$ cat config.mk
export PLATFORM = sky130hd
export DESIGN_NAME = frustum_fit_to_points
export DESIGN_NICKNAME = d
export VERILOG_FILES = /design/src/rtl/core/fftp_pkg.sv /design/src/rtl/core/fftp_div.sv /design/src/rtl/core/fftp_dp.sv /design/src/rtl/core/fftp_ctrl.sv /design/src/rtl/core/frustum_fit_to_points.sv
export SDC_FILE = /design/constraint.sdc
export NUM_CORES = 2
export LEC_CHECK = 0
export ABC_AREA = 1
export BUFFER_PORTS_ARGS = -buffer_cell sky130_fd_sc_hd__buf_2
export CAP_MARGIN = 20
export CORE_ASPECT_RATIO = 1.5
export CORE_MARGIN = 5
export CORE_UTILIZATION = 65
export CTS_BUF_LIST = sky130_fd_sc_hd__clkbuf_4 sky130_fd_sc_hd__clkbuf_8 sky130_fd_sc_hd__clkbuf_16
export DETAILED_ROUTE_END_ITERATION = 6
export GPL_ROUTABILITY_DRIVEN = 0
export HOLD_SLACK_MARGIN = 0.08
export PLACE_DENSITY = 0.83
export SLEW_MARGIN = 20
export SYNTH_ARGS = -nofsm -noshare
export SYNTH_HDL_FRONTEND = slang
export SYNTH_SLANG_ARGS = --single-unit
$ cat constraint.sdc
create_clock -name clk -period 11.49 [get_ports clk]
set_input_delay 1.7235 -clock clk [delete_from_list [all_inputs] [get_ports clk]]
set_output_delay 1.7235 -clock clk [all_outputs]
set_load 0.05 [all_outputs]
$ cat src/rtl/core/fftp_pkg.sv
`default_nettype none
package fftp_pkg;

  localparam int CoordW = 32;
  localparam int DepthW = 31;
  localparam int ProdW = CoordW + DepthW;
  localparam int WideW = 67;
  localparam int InDataW = 96;
  localparam int OutDataW = 128;
  localparam int DivSteps = DepthW;
  localparam int DivCntW = $clog2(DivSteps + 1);

  localparam logic [DepthW-1:0] QMAX = {DepthW{1'b1}};
  localparam logic [DepthW-1:0] TAN_PI8 = DepthW'(27146);

  typedef enum logic [3:0] {
    OP_NONE,
    OP_LOAD,
    OP_SEED_MUL,
    OP_SEED,
    OP_BOUND,
    OP_MAG_MUL,
    OP_EXT_MUL,
    OP_DIV_START,
    OP_DIV_TAKE
  } op_t;

  typedef struct packed {
    op_t  op;
    logic axis;
    logic out_load;
  } cmd_t;

  typedef struct packed {
    logic seeded;
    logic grow;
    logic div_done;
  } status_t;

  function automatic logic [DepthW-1:0] sat31(input logic [WideW-1:0] v);
    logic [DepthW-1:0] r;
    r = (v > WideW'(QMAX)) ? QMAX : v[DepthW-1:0];
    return r;
  endfunction

endpackage
`default_nettype wire

$ cat src/rtl/core/fftp_div.sv
`default_nettype none
module fftp_div (
  input  wire logic                        clk,
  input  wire logic                        rst,
  input  wire logic                        start,
  input  wire logic [fftp_pkg::ProdW-1:0]  dividend,
  input  wire logic [fftp_pkg::DepthW-1:0] divisor,
  output logic                             done,
  output logic [fftp_pkg::DepthW-1:0]      quotient
);

  logic                          busy;
  logic [fftp_pkg::DivCntW-1:0]  cnt;
  logic [fftp_pkg::DepthW-1:0]   rem;
  logic [fftp_pkg::DepthW-1:0]   lo;
  logic [fftp_pkg::DepthW-1:0]   dvs;
  logic                          sat;
  logic [fftp_pkg::DepthW:0]     trial;
  logic [fftp_pkg::DepthW:0]     diff;
  logic                          ge;

  assign trial = {rem, lo[fftp_pkg::DepthW-1]};
  assign ge    = trial >= {1'b0, dvs};
  assign diff  = trial - {1'b0, dvs};

  always_ff @(posedge clk) begin
    if (rst) begin
      busy <= 1'b0;
      done <= 1'b0;
      cnt  <= '0;
    end else begin
      done <= 1'b0;
      if (start) begin
        busy <= 1'b1;
        cnt  <= fftp_pkg::DivCntW'(fftp_pkg::DivSteps);
      end else if (busy) begin
        cnt <= cnt - 1'b1;
        if (cnt == fftp_pkg::DivCntW'(1)) begin
          busy <= 1'b0;
          done <= 1'b1;
        end
      end
    end
  end

  always_ff @(posedge clk) begin
    if (start) begin
      dvs <= divisor;
      sat <= dividend[fftp_pkg::ProdW-1:fftp_pkg::DepthW] >= {1'b0, divisor};
      rem <= dividend[fftp_pkg::ProdW-2:fftp_pkg::DepthW];
      lo  <= dividend[fftp_pkg::DepthW-1:0];
    end else if (busy) begin
      rem <= ge ? diff[fftp_pkg::DepthW-1:0] : trial[fftp_pkg::DepthW-1:0];
      lo  <= {lo[fftp_pkg::DepthW-2:0], ge};
    end
  end

  assign quotient = sat ? fftp_pkg::QMAX : lo;

endmodule
`default_nettype wire

$ cat src/rtl/core/fftp_dp.sv
`default_nettype none
module fftp_dp (
  input  wire logic                          clk,
  input  wire logic                          rst,
  input  wire fftp_pkg::cmd_t                cmd,
  output fftp_pkg::status_t                  st,
  input  wire logic [fftp_pkg::InDataW-1:0]  in_data,
  output logic [fftp_pkg::OutDataW-1:0]      out_data
);

  logic                            seeded;
  logic [fftp_pkg::DepthW-1:0]     near_reg;
  logic [fftp_pkg::DepthW-1:0]     far_reg;
  logic [fftp_pkg::DepthW-1:0]     width_reg;
  logic [fftp_pkg::DepthW-1:0]     height_reg;
  logic [fftp_pkg::CoordW-1:0]     ax;
  logic [fftp_pkg::CoordW-1:0]     ay;
  logic [fftp_pkg::DepthW-1:0]     z;
  logic [fftp_pkg::ProdW-1:0]      prod_a;
  logic [fftp_pkg::ProdW-1:0]      prod_b;

  logic [fftp_pkg::CoordW-1:0]     in_x;
  logic [fftp_pkg::CoordW-1:0]     in_y;
  logic [fftp_pkg::DepthW-1:0]     in_z;
  logic [fftp_pkg::CoordW-1:0]     mag_sel;
  logic [fftp_pkg::DepthW-1:0]     ext_sel;
  logic [fftp_pkg::CoordW-1:0]     mul_a;
  logic [fftp_pkg::DepthW-1:0]     mul_b;
  logic [fftp_pkg::ProdW-1:0]      prod;
  logic [fftp_pkg::DepthW-1:0]     seed_ext_all;
  logic [fftp_pkg::DepthW-1:0]     seed_w;
  logic [fftp_pkg::DepthW-1:0]     seed_h;
  logic [fftp_pkg::DepthW-1:0]     seed_far;
  logic                            div_done;
  logic [fftp_pkg::DepthW-1:0]     quotient;

  function automatic logic [fftp_pkg::DepthW-1:0] seed_ext(
    input logic [fftp_pkg::CoordW-1:0] mag,
    input logic [fftp_pkg::ProdW-1:0]  thr,
    input logic [fftp_pkg::DepthW-1:0] base
  );
    logic [fftp_pkg::WideW-1:0] m;
    logic [fftp_pkg::DepthW-1:0] r;
    m = fftp_pkg::WideW'(mag);
    if ((m << 17) > fftp_pkg::WideW'(thr)) begin
      r = fftp_pkg::sat31((m << 3) + (m << 1));
    end else begin
      r = base;
    end
    return r;
  endfunction

  assign in_x = in_data[fftp_pkg::CoordW-1:0];
  assign in_y = in_data[2*fftp_pkg::CoordW-1:fftp_pkg::CoordW];
  assign in_z = in_data[2*fftp_pkg::CoordW+fftp_pkg::DepthW-1:2*fftp_pkg::CoordW];

  assign mag_sel = cmd.axis ? ay : ax;
  assign ext_sel = cmd.axis ? height_reg : width_reg;

  always_comb begin
    case (cmd.op)
      fftp_pkg::OP_SEED_MUL: begin
        mul_a = fftp_pkg::CoordW'(z);
        mul_b = fftp_pkg::TAN_PI8;
      end
      fftp_pkg::OP_MAG_MUL: begin
        mul_a = mag_sel;
        mul_b = far_reg;
      end
      fftp_pkg::OP_EXT_MUL: begin
        mul_a = fftp_pkg::CoordW'(ext_sel);
        mul_b = z;
      end
      default: begin
        mul_a = '0;
        mul_b = '0;
      end
    endcase
  end

  assign prod = fftp_pkg::ProdW'(mul_a) * fftp_pkg::ProdW'(mul_b);

  assign seed_ext_all = fftp_pkg::sat31(
    ((fftp_pkg::WideW'(prod_a) << 3) + (fftp_pkg::WideW'(prod_a) << 1)) >> 16);
  assign seed_w   = seed_ext(ax, prod_a, seed_ext_all);
  assign seed_h   = seed_ext(ay, prod_a, seed_ext_all);
  assign seed_far = fftp_pkg::sat31((fftp_pkg::WideW'(z) << 3) + (fftp_pkg::WideW'(z) << 1));

  fftp_div u_div (
    .clk      (clk),
    .rst      (rst),
    .start    (cmd.op == fftp_pkg::OP_DIV_START),
    .dividend (prod_a),
    .divisor  (z),
    .done     (div_done),
    .quotient (quotient)
  );

  always_ff @(posedge clk) begin
    if (cmd.op == fftp_pkg::OP_LOAD) begin
      ax <= in_x[fftp_pkg::CoordW-1] ? (~in_x + 1'b1) : in_x;
      ay <= in_y[fftp_pkg::CoordW-1] ? (~in_y + 1'b1) : in_y;
      z  <= (in_z == '0) ? fftp_pkg::DepthW'(1) : in_z;
    end
    if (cmd.op == fftp_pkg::OP_SEED_MUL || cmd.op == fftp_pkg::OP_MAG_MUL) begin
      prod_a <= prod;
    end
    if (cmd.op == fftp_pkg::OP_EXT_MUL) begin
      prod_b <= prod;
    end
    if (cmd.out_load) begin
      out_data <= {4'b0, height_reg, width_reg, far_reg, near_reg};
    end
  end

  always_ff @(posedge clk) begin
    if (rst) begin
      seeded     <= 1'b0;
      near_reg   <= '0;
      far_reg    <= '0;
      width_reg  <= '0;
      height_reg <= '0;
    end else begin
      case (cmd.op)
        fftp_pkg::OP_SEED: begin
          seeded     <= 1'b1;
          near_reg   <= z >> 1;
          far_reg    <= seed_far;
          width_reg  <= seed_w;
          height_reg <= seed_h;
        end
        fftp_pkg::OP_BOUND: begin
          if (z < near_reg) begin
            near_reg <= z;
          end
          if (z > far_reg) begin
            far_reg <= z;
          end
        end
        fftp_pkg::OP_DIV_TAKE: begin
          if (cmd.axis) begin
            height_reg <= quotient;
          end else begin
            width_reg <= quotient;
          end
        end
        default: begin
        end
      endcase
    end
  end

  assign st.seeded   = seeded;
  assign st.grow     = prod_a > prod_b;
  assign st.div_done = div_done;

endmodule
`default_nettype wire

$ cat src/rtl/core/fftp_ctrl.sv
`default_nettype none
module fftp_ctrl (
  input  wire logic               clk,
  input  wire logic               rst,
  input  wire logic               in_valid,
  output logic                    in_ready,
  output logic                    out_valid,
  input  wire logic               out_ready,
  input  wire fftp_pkg::status_t  st,
  output fftp_pkg::cmd_t          cmd
);

  typedef enum logic [8:0] {
    ST_IDLE     = 9'b000000001,
    ST_SEED_MUL = 9'b000000010,
    ST_SEED     = 9'b000000100,
    ST_BOUND    = 9'b000001000,
    ST_MAG_MUL  = 9'b000010000,
    ST_EXT_MUL  = 9'b000100000,
    ST_TEST     = 9'b001000000,
    ST_DIV      = 9'b010000000,
    ST_DONE     = 9'b100000000
  } state_t;

  state_t state;
  state_t state_next;
  logic   axis;
  logic   axis_next;
  logic   out_free;

  assign in_ready = (state == ST_IDLE);
  assign out_free = !out_valid || out_ready;

  always_comb begin
    state_next   = state;
    axis_next    = axis;
    cmd.op       = fftp_pkg::OP_NONE;
    cmd.axis     = axis;
    cmd.out_load = 1'b0;
    case (state)
      ST_IDLE: begin
        if (in_valid) begin
          cmd.op     = fftp_pkg::OP_LOAD;
          state_next = st.seeded ? ST_BOUND : ST_SEED_MUL;
        end
      end
      ST_SEED_MUL: begin
        cmd.op     = fftp_pkg::OP_SEED_MUL;
        state_next = ST_SEED;
      end
      ST_SEED: begin
        cmd.op     = fftp_pkg::OP_SEED;
        state_next = ST_DONE;
      end
      ST_BOUND: begin
        cmd.op     = fftp_pkg::OP_BOUND;
        axis_next  = 1'b0;
        state_next = ST_MAG_MUL;
      end
      ST_MAG_MUL: begin
        cmd.op     = fftp_pkg::OP_MAG_MUL;
        state_next = ST_EXT_MUL;
      end
      ST_EXT_MUL: begin
        cmd.op     = fftp_pkg::OP_EXT_MUL;
        state_next = ST_TEST;
      end
      ST_TEST: begin
        if (st.grow) begin
          cmd.op     = fftp_pkg::OP_DIV_START;
          state_next = ST_DIV;
        end else if (!axis) begin
          axis_next  = 1'b1;
          state_next = ST_MAG_MUL;
        end else begin
          state_next = ST_DONE;
        end
      end
      ST_DIV: begin
        if (st.div_done) begin
          cmd.op = fftp_pkg::OP_DIV_TAKE;
          if (!axis) begin
            axis_next  = 1'b1;
            state_next = ST_MAG_MUL;
          end else begin
            state_next = ST_DONE;
          end
        end
      end
      ST_DONE: begin
        if (out_free) begin
          cmd.out_load = 1'b1;
          state_next   = ST_IDLE;
        end
      end
      default: begin
        state_next = ST_IDLE;
      end
    endcase
  end

  always_ff @(posedge clk) begin
    if (rst) begin
      state     <= ST_IDLE;
      axis      <= 1'b0;
      out_valid <= 1'b0;
    end else begin
      state <= state_next;
      axis  <= axis_next;
      if (cmd.out_load) begin
        out_valid <= 1'b1;
      end else if (out_ready) begin
        out_valid <= 1'b0;
      end
    end
  end

  a_div_only_on_grow: assert property (@(posedge clk) disable iff (rst)
    cmd.op == fftp_pkg::OP_DIV_START |-> st.grow)
    else $error("division started without widening");

  a_div_done_waited: assert property (@(posedge clk) disable iff (rst)
    st.div_done |-> state == ST_DIV)
    else $error("divider finished outside the wait state");

  a_seed_once: assert property (@(posedge clk) disable iff (rst)
    state == ST_SEED_MUL |-> !st.seeded)
    else $error("seed path taken after seeding");

  a_result_from_done: assert property (@(posedge clk) disable iff (rst)
    $rose(out_valid) |-> $past(state == ST_DONE))
    else $error("result raised outside the done state");

endmodule
`default_nettype wire

$ cat src/rtl/core/frustum_fit_to_points.sv
`default_nettype none
// Fits a view frustum around a stream of 3D points (Q16.16).
// Input channel s_axis: one point per transaction, tdata = {z, y, x}.
// Output channel m_axis: one result per point with the current near, far,
// half width and half height, all Q16.16 and saturated at the maximum.
// The first point after reset seeds the frustum; later points grow it.
// The first point passes the seed multiply and seed step; a later point
// the bound update, then for width and then height a magnitude multiply,
// an extent multiply, a test and, if that extent widens, a division by
// the 31-step restoring divider shared between width and height. One
// point is worked on at a time; s_axis_tready is high only while idle.
// The finished result sits in an output register, so a stalled receiver
// holds m_axis_tvalid and tdata while the next point is taken and worked;
// that next point waits at the end only if the register is still full.
// Reset (rst, synchronous) clears the frustum to zero and forgets the seed.
module frustum_fit_to_points (
  input  wire logic                          clk,
  input  wire logic                          rst,
  input  wire logic                          s_axis_tvalid,
  output logic                               s_axis_tready,
  // pos_x[31:0], pos_y[63:32], pos_z[94:64], zero[95]
  input  wire logic [fftp_pkg::InDataW-1:0]  s_axis_tdata,
  output logic                               m_axis_tvalid,
  input  wire logic                          m_axis_tready,
  // near_depth[30:0], far_depth[61:31], half_width[92:62],
  // half_height[123:93], zero[127:124]
  output logic [fftp_pkg::OutDataW-1:0]      m_axis_tdata
);

  fftp_pkg::cmd_t    cmd;
  fftp_pkg::status_t st;

  fftp_ctrl u_ctrl (
    .clk       (clk),
    .rst       (rst),
    .in_valid  (s_axis_tvalid),
    .in_ready  (s_axis_tready),
    .out_valid (m_axis_tvalid),
    .out_ready (m_axis_tready),
    .st        (st),
    .cmd       (cmd)
  );

  fftp_dp u_dp (
    .clk      (clk),
    .rst      (rst),
    .cmd      (cmd),
    .st       (st),
    .in_data  (s_axis_tdata),
    .out_data (m_axis_tdata)
  );

endmodule
`default_nettype wire
==> results.yml <==
status:
  status: "finished with violations"
  violations: "DRC"
yosys:
  synth_edf_count: 439
  synth_cell_type_count: 62
  synth_area_sq_um: 75400
  synth_seq_area_share_pct: 21.3
  synth_ff_type: "edfxtp_1"
  synth-async-reset-ratio_pct: 0
  syn_avg_cell_area_sq_um: 7.80
  synth_seq_cells: 582
  synth_warnings: 0
  netlist_instances: 9668
critical_path:
  critPathLaunchType: "flip-flop"
  end_kind: "flip-flop"
  critPathRequiredTime_ns: 11.97
  path_class: "reg -> reg"
  crit_fanout: 23
  slowest_delay_ns: 0.58
  worst-endpoint-arrival_ns: 11.12
  slowest_stage: "fa_1"
cts:
  post_cts_resized: 0
  post-cts-setup-buffers: 0
  clockBufferDepth: 3
  hold_buffers: 0
  clk_pin_slew_worst_paths_ns: 0.07
  numClockSinks: 582
  htree_num_levels: 2
  clock_latency_ns: 0.69
  cts_tree: "built"
  clockRootBuffer: "clkbuf_16"
  numCtsBuffers: 52
global_routing:
  first_global_vias: 71700
  grt_max_degree: 73
  antenna_found_initial: 27
  overflow: 0
  grt_pass1_wl_um: 399000
  grt_use_total_pct: 42.5
finish:
  layout_commonest_cell: "inv_1"
  area_growth_pct: 6.87
  drive_gt1_share_pct: 6.63
  largest_register_ffs: 124
  top_register: "u_dp.out_data"
  final_net_count: 11400
  layout.cells.non_filler: 11300
  final_cell_mix: "inv_1, nand2_1, fa_1"
  reg_top3: "u_dp.out_data: 124 flops, u_dp.prod_a: 63 flops, u_dp.prod_b: 63 flops"
power_and_ir_drop:
  power_frac_seq_pct: 37.7
  clock_power_share_pct: 27.3
  p_int_mw: 4.15
  combPwrFrac_pct: 35.0
  ir_drop_mv: 0.141
  power_density_nw_per_um2: 86.8
  p_sw_mw: 2.85
  p_leak_nw: 43.3
  switching_share_pct: 40.7
route:
  detail_route.wl_per_cell_um: 23.1
  drt_first_pass_iters: 7
  drc: 90
  via_per_inst: 6.19
  ant_nets: 0
  first_iter_violations: 9272
  vias: 70200
  drt-total-wl_um: 262000
timing:
  skew_ns: 0.0496
  tns_ns: 0
  worst_pin_slew_ns: 1.25
  min_period_ns: 10.65
  rsz0062_at_grt: "no"
  timing_hold_violations_final: 0
  timing.fmax_mhz: 93.9
  finalSetupViolCount: 0
  slew_headroom_pct: 16.5
  slew_viol_final: 0
  period_share_pct: 92.7
floorplan:
  start_util_pct: 65.2
  dieArea_sq_um: 123000
  core_area_sq_um: 116000
  rows: 153
  die_h_um: 427
  io_pins: 230
  die_w_um: 288
place:
  port_buffers: 224
  place_inst: 11200
  hpwlAfterDp_um: 204000
worst_hold_path:
  min_path_type: "reg -> reg"
run:
  drv_cap: 0
layer usage:
layer | track usage (%) | vias up | routed length [um]
li1 | - | 30000 | -
met1 | 43.6 | 32700 | 77000
met2 | 66.1 | 5339 | 116000
met3 | 15.2 | 2120 | 34500
met4 | 41.8 | 8 | 34100
met5 | 1.45 | - | 64
per-stage QoR:
step	total power, mW	utilization, %	hold WS, ns	instance area [sq um]	setup WS (ns)
finish	6.99	69.7	0.442	80500	0.844
global route	7.20	69.6	0.451	80500	0.549
CTS	6.78	69.5	0.434	80300	1.36
detailed placement	4.91	67.9	0.424	78500	1.40
global placement	4.84	67.9	0.405	78500	1.52
floorplan	4.09	-	0.399	75400	2.55
power groups by stage:
| stage | Sequential (mW) | Clock [mW] | Combinational (mW) |
|---|---|---|---|
| final | 2.64 | 1.91 | 2.45 |
| after global placement | 2.64 | 0 | 2.20 |
| after CTS | 2.60 | 1.89 | 2.29 |
| after global routing | 2.62 | 1.97 | 2.61 |
| after floorplan | 2.53 | 0 | 1.56 |
| after detailed placement | 2.64 | 0 | 2.27 |
synth_stat cells (143+ instances only):
master,instances,area share [%]
inv_1,2321,12
nand2_1,2216,11
fa_1,870,23
ha_1,659,11
a21oi_1,585,3.9
nor2_1,502,2.5
edfxtp_1,439,17
o21ai_0,378,2.5
nand3_1,205,1.4
clkbuf_1,184,0.92
buf_2,162,1.1
xor2_1,153,1.8
dfxtp_1,143,3.8
cell type report:
type                       instances  area, sq um
multi-input combinational       6390        49700
inverter                        2335         8770
timing repair buffer             362         2230
antenna                           26         65.1
tap                             1550         1940
fill                            8831        35100
clock inverter                    30          360
clock buffer                      66         1470
sequential                       582        16000
cell families (layout without fill, tap and decap cells):
group / Yosys count / count (layout) / synth area share, %
AND/OR/NAND/NOR: 3292 / 3292 / 18.0
buffers and inverters: 2699 / 2793 / 13.8
adder cells (fa/ha/maj): 1529 / 1529 / 34.1
AO/OA/AOI/OAI: 1290 / 1290 / 9.62
flip-flops: 582 / 582 / 21.3
XOR/XNOR: 258 / 258 / 3.00
multiplexers: 17 / 17 / 0.226
other: 1 / 30 / 0.00498
final timing paths:
kind,from,to,slack (ns),depth (start not counted)
worst max-delay path,u_ctrl.state[7]$_SDFFE_PP0P_,u_dp.prod_b[59]$_DFFE_PN_,0.84,38
worst min-delay path,u_dp.seeded$_SDFFE_PP0P_,u_ctrl.state[1]$_SDFFE_PP0P_,0.44,1
worst max register to register,u_ctrl.state[7]$_SDFFE_PP0P_,u_dp.prod_b[59]$_DFFE_PN_,0.84,38
worst min register to register,u_dp.seeded$_SDFFE_PP0P_,u_ctrl.state[1]$_SDFFE_PP0P_,0.44,1
critical path: cells and delay by family (launching register included):
| family | cells | cell delay [ns] |
|---|---|---|
| adder cells (fa/ha/maj) | 9 | 4.61 |
| AND/OR/NAND/NOR | 16 | 3.10 |
| buffers and inverters | 9 | 1.41 |
| AO/OA/AOI/OAI | 3 | 0.62 |
| flip-flops | 1 | 0.32 |
| XOR/XNOR | 1 | 0.29 |
No activity file was read; power rests on OpenSTA's default activity.
